--- src/design/spq_pkg.sv ---
`timescale 1ns / 1ps
`default_nettype none
// ----------------------------------------------------------------------------
// stable priority queue package
// Shared types, codes and constants for the queue cells and the top level.
// ----------------------------------------------------------------------------
package spq_pkg;

  // field widths
  localparam int unsigned PRIO_W  = 16;
  localparam int unsigned DATA_W  = 32;
  localparam int unsigned CMD_W   = 2;
  localparam int unsigned STAT_W  = 2;
  localparam int unsigned LIMIT_W = 5;

  // default depth of the cell row and reset value of the limit register
  localparam int unsigned CAPACITY_DEF = 16;
  localparam logic [LIMIT_W-1:0] LIMIT_RESET = 5'd16;

  // configuration register addresses
  localparam int unsigned PADDR_W = 3;
  localparam logic [PADDR_W-1:0] ADDR_CAPACITY_LIMIT = 3'd0;

  // command codes
  typedef enum logic [CMD_W-1:0] {
    CMD_ENQUEUE = 2'd0,
    CMD_DEQUEUE = 2'd1,
    CMD_PEEK    = 2'd2
  } spq_cmd_e;

  // status codes
  typedef enum logic [STAT_W-1:0] {
    ST_OK       = 2'd0,
    ST_OVERFLOW = 2'd1,
    ST_EMPTY    = 2'd2
  } spq_status_e;

  // one stored item
  typedef struct packed {
    logic              valid;
    logic [PRIO_W-1:0] prio;
    logic [DATA_W-1:0] data;
  } spq_item_t;

  // broadcast control to every cell
  typedef struct packed {
    logic              enq;
    logic              deq;
    logic [PRIO_W-1:0] prio;
    logic [DATA_W-1:0] data;
  } spq_ctrl_t;

endpackage
`default_nettype wire

--- src/design/spq_cell.sv ---
`timescale 1ns / 1ps
`default_nettype none
// ----------------------------------------------------------------------------
// stable priority queue cell
// One slot of the sorted row: keeps its item, takes the new item, takes the
// item of its left neighbour on insertion or of its right one on removal.
// ----------------------------------------------------------------------------
module spq_cell
  import spq_pkg::*;
(
  input  wire logic      clk_i,
  input  wire logic      rst_ni,
  input  wire spq_ctrl_t ctrl_i,
  input  wire spq_item_t left_item_i,
  input  wire logic      left_keep_i,
  input  wire spq_item_t right_item_i,
  output      spq_item_t item_o,
  output      logic      keep_o
);

  logic              valid_q;
  logic [PRIO_W-1:0] prio_q;
  logic [DATA_W-1:0] data_q;
  spq_item_t         item_q, item_d;

  assign item_q = '{valid: valid_q, prio: prio_q, data: data_q};

  // item stays in place on insertion when it ranks at or before the new one
  assign keep_o = item_q.valid && (item_q.prio <= ctrl_i.prio);

  // next slot content
  always_comb begin
    item_d = item_q;
    if (ctrl_i.enq) begin
      if (!keep_o) begin
        if (left_keep_i) begin
          item_d = '{valid: 1'b1, prio: ctrl_i.prio, data: ctrl_i.data};
        end else begin
          item_d = left_item_i;
        end
      end
    end else if (ctrl_i.deq) begin
      item_d = right_item_i;
    end
  end

  // valid flag
  always_ff @(posedge clk_i or negedge rst_ni) begin
    if (!rst_ni) begin
      valid_q <= 1'b0;
    end else begin
      valid_q <= item_d.valid;
    end
  end

  // payload
  always_ff @(posedge clk_i) begin
    prio_q <= item_d.prio;
    data_q <= item_d.data;
  end

  assign item_o = item_q;

endmodule
`default_nettype wire

--- src/design/stable_priority_queue_unit.sv ---
`timescale 1ns / 1ps
`default_nettype none
// ----------------------------------------------------------------------------
// stable priority queue unit
// Bounded priority queue with arrival order kept among equal priorities.
// ----------------------------------------------------------------------------
// Takes one command per clock cycle (enqueue, dequeue or peek) and returns
// one result for each, registered, in the cycle after the transaction. The
// items sit in a row of CAPACITY cells sorted by priority, head in cell 0;
// every cell compares its own priority with the broadcast one in parallel and
// all cells shift together, so one compare plus the broadcast fan-out sets the
// cycle time, not the length of the row and not the rate.
// A new command is taken while the previous result waits, as long as the
// output register is free or is being read in the same cycle. The limit
// register (address 0) may only be written while the queue is idle.
// ----------------------------------------------------------------------------
module stable_priority_queue_unit
  import spq_pkg::*;
#(
  parameter int unsigned CAPACITY = CAPACITY_DEF
) (
  input  wire logic               clk_i,
  input  wire logic               rst_ni,
  // command channel
  input  wire logic               in_valid_i,
  output      logic               in_ready_o,
  input  wire logic [CMD_W-1:0]   command_i,
  input  wire logic [DATA_W-1:0]  in_data_i,
  input  wire logic [PRIO_W-1:0]  in_priority_i,
  // result channel
  output      logic               out_valid_o,
  input  wire logic               out_ready_i,
  output      logic [STAT_W-1:0]  status_o,
  output      logic [PRIO_W-1:0]  out_priority_o,
  output      logic [DATA_W-1:0]  out_data_o,
  // configuration port
  input  wire logic               psel,
  input  wire logic               penable,
  input  wire logic               pwrite,
  input  wire logic [PADDR_W-1:0] paddr,
  input  wire logic [31:0]        pwdata,
  output      logic [31:0]        prdata,
  output      logic               pready
);

  localparam int unsigned CNT_W = $clog2(CAPACITY + 1);
  localparam int unsigned CMP_W = (CNT_W > LIMIT_W) ? CNT_W : LIMIT_W;

  logic [LIMIT_W-1:0] limit_q;
  logic [CNT_W-1:0]   count_q, count_d;
  logic               out_valid_q;
  logic [STAT_W-1:0]  status_q, status_d;
  logic [PRIO_W-1:0]  oprio_q, oprio_d;
  logic [DATA_W-1:0]  odata_q, odata_d;
  logic               accept;
  logic               full;
  logic               empty;
  spq_ctrl_t          ctrl;

  spq_item_t cell_item [CAPACITY];
  spq_item_t left_item [CAPACITY];
  spq_item_t right_item[CAPACITY];
  logic      cell_keep [CAPACITY];
  logic      left_keep [CAPACITY];

  // configuration port
  assign pready = 1'b1;
  assign prdata = (paddr == ADDR_CAPACITY_LIMIT) ? {{(32-LIMIT_W){1'b0}}, limit_q} : 32'd0;

  always_ff @(posedge clk_i or negedge rst_ni) begin
    if (!rst_ni) begin
      limit_q <= LIMIT_RESET;
    end else if (psel && penable && pwrite && pready && (paddr == ADDR_CAPACITY_LIMIT)) begin
      limit_q <= pwdata[LIMIT_W-1:0];
    end
  end

  // handshake
  assign in_ready_o = !out_valid_q || out_ready_i;
  assign accept     = in_valid_i && in_ready_o;

  // fill state
  assign full  = (CMP_W'(count_q) >= CMP_W'(limit_q)) || (count_q == CNT_W'(CAPACITY));
  assign empty = (count_q == '0);

  // command decode and result
  always_comb begin
    ctrl      = '{enq: 1'b0, deq: 1'b0, prio: in_priority_i, data: in_data_i};
    count_d   = count_q;
    status_d  = ST_OK;
    oprio_d   = '0;
    odata_d   = '0;
    case (command_i)
      CMD_ENQUEUE: begin
        if (full) begin
          status_d = ST_OVERFLOW;
        end else begin
          ctrl.enq = accept;
          count_d  = count_q + CNT_W'(1);
        end
      end
      CMD_DEQUEUE: begin
        if (empty) begin
          status_d = ST_EMPTY;
        end else begin
          oprio_d  = cell_item[0].prio;
          odata_d  = cell_item[0].data;
          ctrl.deq = accept;
          count_d  = count_q - CNT_W'(1);
        end
      end
      CMD_PEEK: begin
        if (empty) begin
          status_d = ST_EMPTY;
        end else begin
          oprio_d = cell_item[0].prio;
          odata_d = cell_item[0].data;
        end
      end
      default: begin
        status_d = ST_OK;
      end
    endcase
  end

  // item count and output valid
  always_ff @(posedge clk_i or negedge rst_ni) begin
    if (!rst_ni) begin
      count_q     <= '0;
      out_valid_q <= 1'b0;
    end else begin
      if (accept) begin
        count_q <= count_d;
      end
      if (accept) begin
        out_valid_q <= 1'b1;
      end else if (out_ready_i) begin
        out_valid_q <= 1'b0;
      end
    end
  end

  // result payload
  always_ff @(posedge clk_i) begin
    if (accept) begin
      status_q <= status_d;
      oprio_q  <= oprio_d;
      odata_q  <= odata_d;
    end
  end

  assign out_valid_o    = out_valid_q;
  assign status_o       = status_q;
  assign out_priority_o = oprio_q;
  assign out_data_o     = odata_q;

  // row of cells
  for (genvar i = 0; i < CAPACITY; i++) begin : g_cell
    if (i == 0) begin : g_first
      assign left_item[i] = '0;
      assign left_keep[i] = 1'b1;
    end else begin : g_mid
      assign left_item[i] = cell_item[i-1];
      assign left_keep[i] = cell_keep[i-1];
    end
    if (i == CAPACITY - 1) begin : g_last
      assign right_item[i] = '0;
    end else begin : g_inner
      assign right_item[i] = cell_item[i+1];
    end

    spq_cell u_cell (
      .clk_i        (clk_i),
      .rst_ni       (rst_ni),
      .ctrl_i       (ctrl),
      .left_item_i  (left_item[i]),
      .left_keep_i  (left_keep[i]),
      .right_item_i (right_item[i]),
      .item_o       (cell_item[i]),
      .keep_o       (cell_keep[i])
    );
  end

  // checks
  a_count_bound: assert property (@(posedge clk_i) disable iff (!rst_ni)
    count_q <= CNT_W'(CAPACITY))
    else $error("item count above capacity");

  a_head_valid: assert property (@(posedge clk_i) disable iff (!rst_ni)
    cell_item[0].valid == (count_q != '0))
    else $error("head cell valid does not match item count");

  a_head_order: assert property (@(posedge clk_i) disable iff (!rst_ni)
    (cell_item[0].valid && cell_item[1].valid) |-> (cell_item[0].prio <= cell_item[1].prio))
    else $error("head cells out of priority order");

  a_deq_count: assert property (@(posedge clk_i) disable iff (!rst_ni)
    (accept && (command_i == CMD_DEQUEUE) && !empty) |=> (count_q == $past(count_q) - CNT_W'(1)))
    else $error("dequeue did not lower the item count");

endmodule
`default_nettype wire

--- config.mk ---
export PLATFORM = sky130hd
export DESIGN_NAME = stable_priority_queue_unit
export DESIGN_NICKNAME = d
export VERILOG_FILES = /design/src/design/spq_pkg.sv /design/src/design/spq_cell.sv /design/src/design/stable_priority_queue_unit.sv
export SDC_FILE = /design/constraint.sdc
export NUM_CORES = 2
export LEC_CHECK = 0
export BUFFER_PORTS_ARGS = -buffer_cell sky130_fd_sc_hd__buf_2
export CAP_MARGIN = 40
export CORE_MARGIN = 8
export CORE_UTILIZATION = 40
export CTS_BUF_LIST = sky130_fd_sc_hd__clkbuf_8
export DETAILED_ROUTE_END_ITERATION = 7
export PLACE_DENSITY = 0.53
export SYNTH_ARGS = -nofsm -noshare
export SYNTH_HDL_FRONTEND = slang
export SYNTH_SLANG_ARGS = --single-unit
export TNS_END_PERCENT = 10
--- constraint.sdc ---
create_clock -name clk_i -period 18.05 [get_ports clk_i]
set_input_delay 1.805 -clock clk_i [delete_from_list [all_inputs] [get_ports clk_i]]
set_output_delay 1.805 -clock clk_i [all_outputs]
set_load 0.01 [all_outputs]
==> impl_metrics.csv <==
group,metric,value,unit
run_status,status,"completed",
floorplan,dieArea,159000,um2
setup_path,required,18.53,ns
power_and_ir_drop,p_clk_share,26.8,%
power_and_ir_drop,sequentialPowerShare,43.0,%
setup_path,critPathLaunchType,"input port",
setup_path,cpMaxStageDelayCell,"buf_4",
route,drt-total-wl,174000,um
route,drt_iter0_markers,4450,
synth,syn-cell-area,58800,um2
sta,fin_crit,6.27,ns
synth,syn_avg_cell_area,9.51,um2
placement,post-place-cells,7623,
route,vias,48000,
floorplan,core,146000,um2
setup_path,worstSetupPathType,"input port to flip-flop",
worst_hold_path,holdCritPathClass,"flip-flop to flip-flop",
synth,synth.most_common_cell,"nand2_1",
synth,synth-edff-count,818,
route,vias_per_cell,6.07,
sta,setup_tns,0,ns
setup_path,r2r_cells,13,
setup_path,crit_path_cell_trace,"buf_2 -> inv_1 -> ha_1 -> nand3_2 -> a211oi_4 -> buf_12 -> buf_4 -> buf_4 -> nand2_1 -> or2_2 -> buf_4 -> o211ai_1 -> buf_4",
sta,hold_viol,0,
flow_run,drv_cap,0,
grt,grt_pass1_wl,273000,um
setup_path,r2r-end,"g_cell[13].u_cell.data_q[9]$_DFFE_PP_",
grt,antenna_found_initial,7,
floorplan,initial_core_util,40.3,%
sta,min_period_over_period,34.7,%
sta,finClkSkew,0.0270,ns
setup_path,cp_max_fo,166,
setup_path,reg2reg_slack,12.24,ns
clock_network,clock_sinks,845,
clock_network,numCtsBuffers,158,
route,drt_pre_antenna_iters,6,
cells_and_area,fillers,14000,
floorplan,die_h,399,um
cells_and_area,fin_nets,6226,
clock_network,cts_resized,0,
cells_and_area,drive_above_1_share,9.59,%
setup_path,endpoint_kind,"flip-flop",
synth,yosysSeqAreaShare,42.9,%
grt,grt_pass1_vias,44500,
floorplan,num_io_pins,177,
clock_network,cts_setup_buffers,0,
cells_and_area,seq_area,25300,um2
placement,place_congestion,0.798,
setup_path,crit_buf_inv,7,
cells_and_area,layout-area-overhead-vs-synth,6.02,%
power_and_ir_drop,ir_worst_vdd,0.0707,mV
worst_hold_path,whs_endpoint,"limit_q[4]$_DFFE_PN1P_",
grt,grt_max_degree,216,
synth,syn_inst,6180,
setup_path,critical_path.most_common_cell,"buf_4",
placement,io_buffers,121,
synth,synthArstFlopShare,3.20,%
power_and_ir_drop,p_int,4.25,mW
clock_network,hold_buffers,0,
grt,overflow,0,
route,drcViolationCount,0,
cells_and_area,final_cells,7898,
power_and_ir_drop,swShare,35.6,%
setup_path,critPathTopFamily,"buffers and inverters",
clock_network,clock-root-buffer,"clkbuf_8",
sta,rsz0062_at_grt,"no",
sta,clock.fmax,160,MHz
setup_path,cpPeakStageDelay,0.76,ns
setup_path,arrival,6.75,ns
power_and_ir_drop,p_switching,2.35,mW
worst_hold_path,hp-start,"limit_q[4]$_DFFE_PN1P_",
clock_network,cts_tree,"yes",
sta,slew_headroom,36.4,%
placement,dp_hpwl,117000,um
route,drtAntennaViolNets,0,
power_and_ir_drop,pwr-share-comb,30.2,%
synth,post-synth-top-area-cell,"edfxtp_1",
sta,tightest_slew,0.953,ns
clock_network,max-clock-path-buffers,3,
synth,yosys-top-cells-count,"953 x nand2_1, 818 x edfxtp_1, 550 x o221a_1",
sta,drv_slew,0,
clock_network,htreeDepth,4,
cells_and_area,multi_input_area,29800,um2
floorplan,die_w,399,um
power_and_ir_drop,p_per_area,106,nW/um2
clock_network,clk_pin_slew,0.06,ns
synth,synth_flop_cell,"edfxtp_1",
grt,grt_usage,20.9,%
synth,synth_top_area_share,41.8,%
synth,synth.distinct_cells,74,
floorplan,rows,140,
worst_hold_path,whs_path_depth,2,
route,wl_per_cell,22.1,um
clock_network,insertion_delay,0.87,ns
synth,synth_seq_cells,845,
synth,ys.warnings.count,0,
power_and_ir_drop,leakage,21.2,nW
sta,finalSetupViolations,0,
synth,yosys-top-cells-area,"edfxtp_1 42%, o221a_1 11%, nand2_1 6.1%",
setup_path,r2r-start,"limit_q[4]$_DFFE_PN1P_",
-- worst max-delay path by stage --
stage                       from  slack [ns]                                      to  depth (start not counted)
2_1_floorplan  in_priority_i[15]        9.96   g_cell[14].u_cell.data_q[0]$_DFFE_PP_                          8
3_3_place_gp        command_i[1]       10.95  g_cell[13].u_cell.data_q[12]$_DFFE_PP_                         13
3_5_place_dp        command_i[1]       10.89  g_cell[13].u_cell.data_q[11]$_DFFE_PP_                         13
4_1_cts             command_i[1]       11.87  g_cell[13].u_cell.prio_q[13]$_DFFE_PP_                         13
5_1_grt             command_i[1]       11.56  g_cell[13].u_cell.data_q[14]$_DFFE_PP_                         13
6_report            command_i[1]       11.78   g_cell[13].u_cell.data_q[9]$_DFFE_PP_                         13
-- metrics by stage --
step / power, mW / setup slack, ns / hold WS (ns) / utilization, % / cell area, um2
floorplan: 4.41 / 9.96 / 0.486 / - / 58900
global placement: 4.79 / 10.95 / 0.511 / 40.6 / 59200
detailed placement: 4.86 / 10.89 / 0.537 / 40.8 / 59500
CTS: 6.66 / 11.87 / 0.546 / 42.7 / 62300
global route: 7.00 / 11.56 / 0.583 / 42.8 / 62300
finish: 6.60 / 11.78 / 0.545 / 42.8 / 62300
-- worst register-to-register path, delay by kind of cell (launching register included) --
family / cells / cell delay, ns
buf+inv: 6 / 3.13
simple gates: 2 / 0.47
flops: 1 / 0.53
compound gates: 4 / 0.97
fa+ha+maj: 1 / 0.30
-- placed cells by master (no fill, tap or decap), types with 111 or more instances in the layout --
master,instances
buf_2,122
ha_1,267
buf_4,112
inv_1,111
nand2_1,951
nand3_1,115
o221a_1,550
o22ai_1,512
o21ai_1,493
o21ai_0,267
nor2_1,169
nand2b_1,458
clkbuf_8,171
a21oi_1,127
edfxtp_1,818
-- sequential cells by signal, indices dropped and copies added (netlist names) --
signal,count
count_q,5
g_cell.u_cell.data_q,512
g_cell.u_cell.prio_q,256
g_cell.u_cell.valid_q,16
limit_q,5
out_data_o,32
out_priority_o,16
out_valid_o,1
status_o,2
-- cells by family (layout without fill, tap and decap cells) --
family	after synthesis	after routing	synth area share, %
adder cells (fa/ha/maj)	268	268	5.72
multiplexers	4	4	0.0745
buffers and inverters	804	575	6.68
AND/OR/NAND/NOR	1951	1951	15.7
flip-flops	845	845	42.9
XOR/XNOR	5	5	0.0745
other	2	32	0.0128
AO/OA/AOI/OAI	2301	2301	28.8
-- layer usage --
layer | vias to the layer above | GRT usage [%] | wire length [um]
met3 | 241 | 2.99 | 10700
met5 | - | 0 | 26
li1 | 23100 | - | -
met1 | 22900 | 31.8 | 85900
met2 | 1647 | 31.1 | 74700
met4 | 4 | 5.01 | 3010
-- final cells by class --
cell class / count / area share [%]
diodes: 4 / 0.0161
clock buffers: 171 / 3.78
clock inverters: 100 / 0.751
inverters: 53 / 0.319
multi-input cells: 4557 / 47.8
flip-flops and latches: 845 / 40.5
well taps: 1917 / 3.85
repair buffers: 251 / 2.90
-- power groups by stage --
stage	clock network [mW]	registers, mW	logic [mW]
detailed placement	0	2.87	1.99
finish	1.77	2.84	2.00
global route	1.90	2.87	2.23
floorplan	0	2.76	1.65
CTS	1.82	2.83	2.00
global placement	0	2.86	1.92
Note: power is estimated with default switching activity, not from simulation.
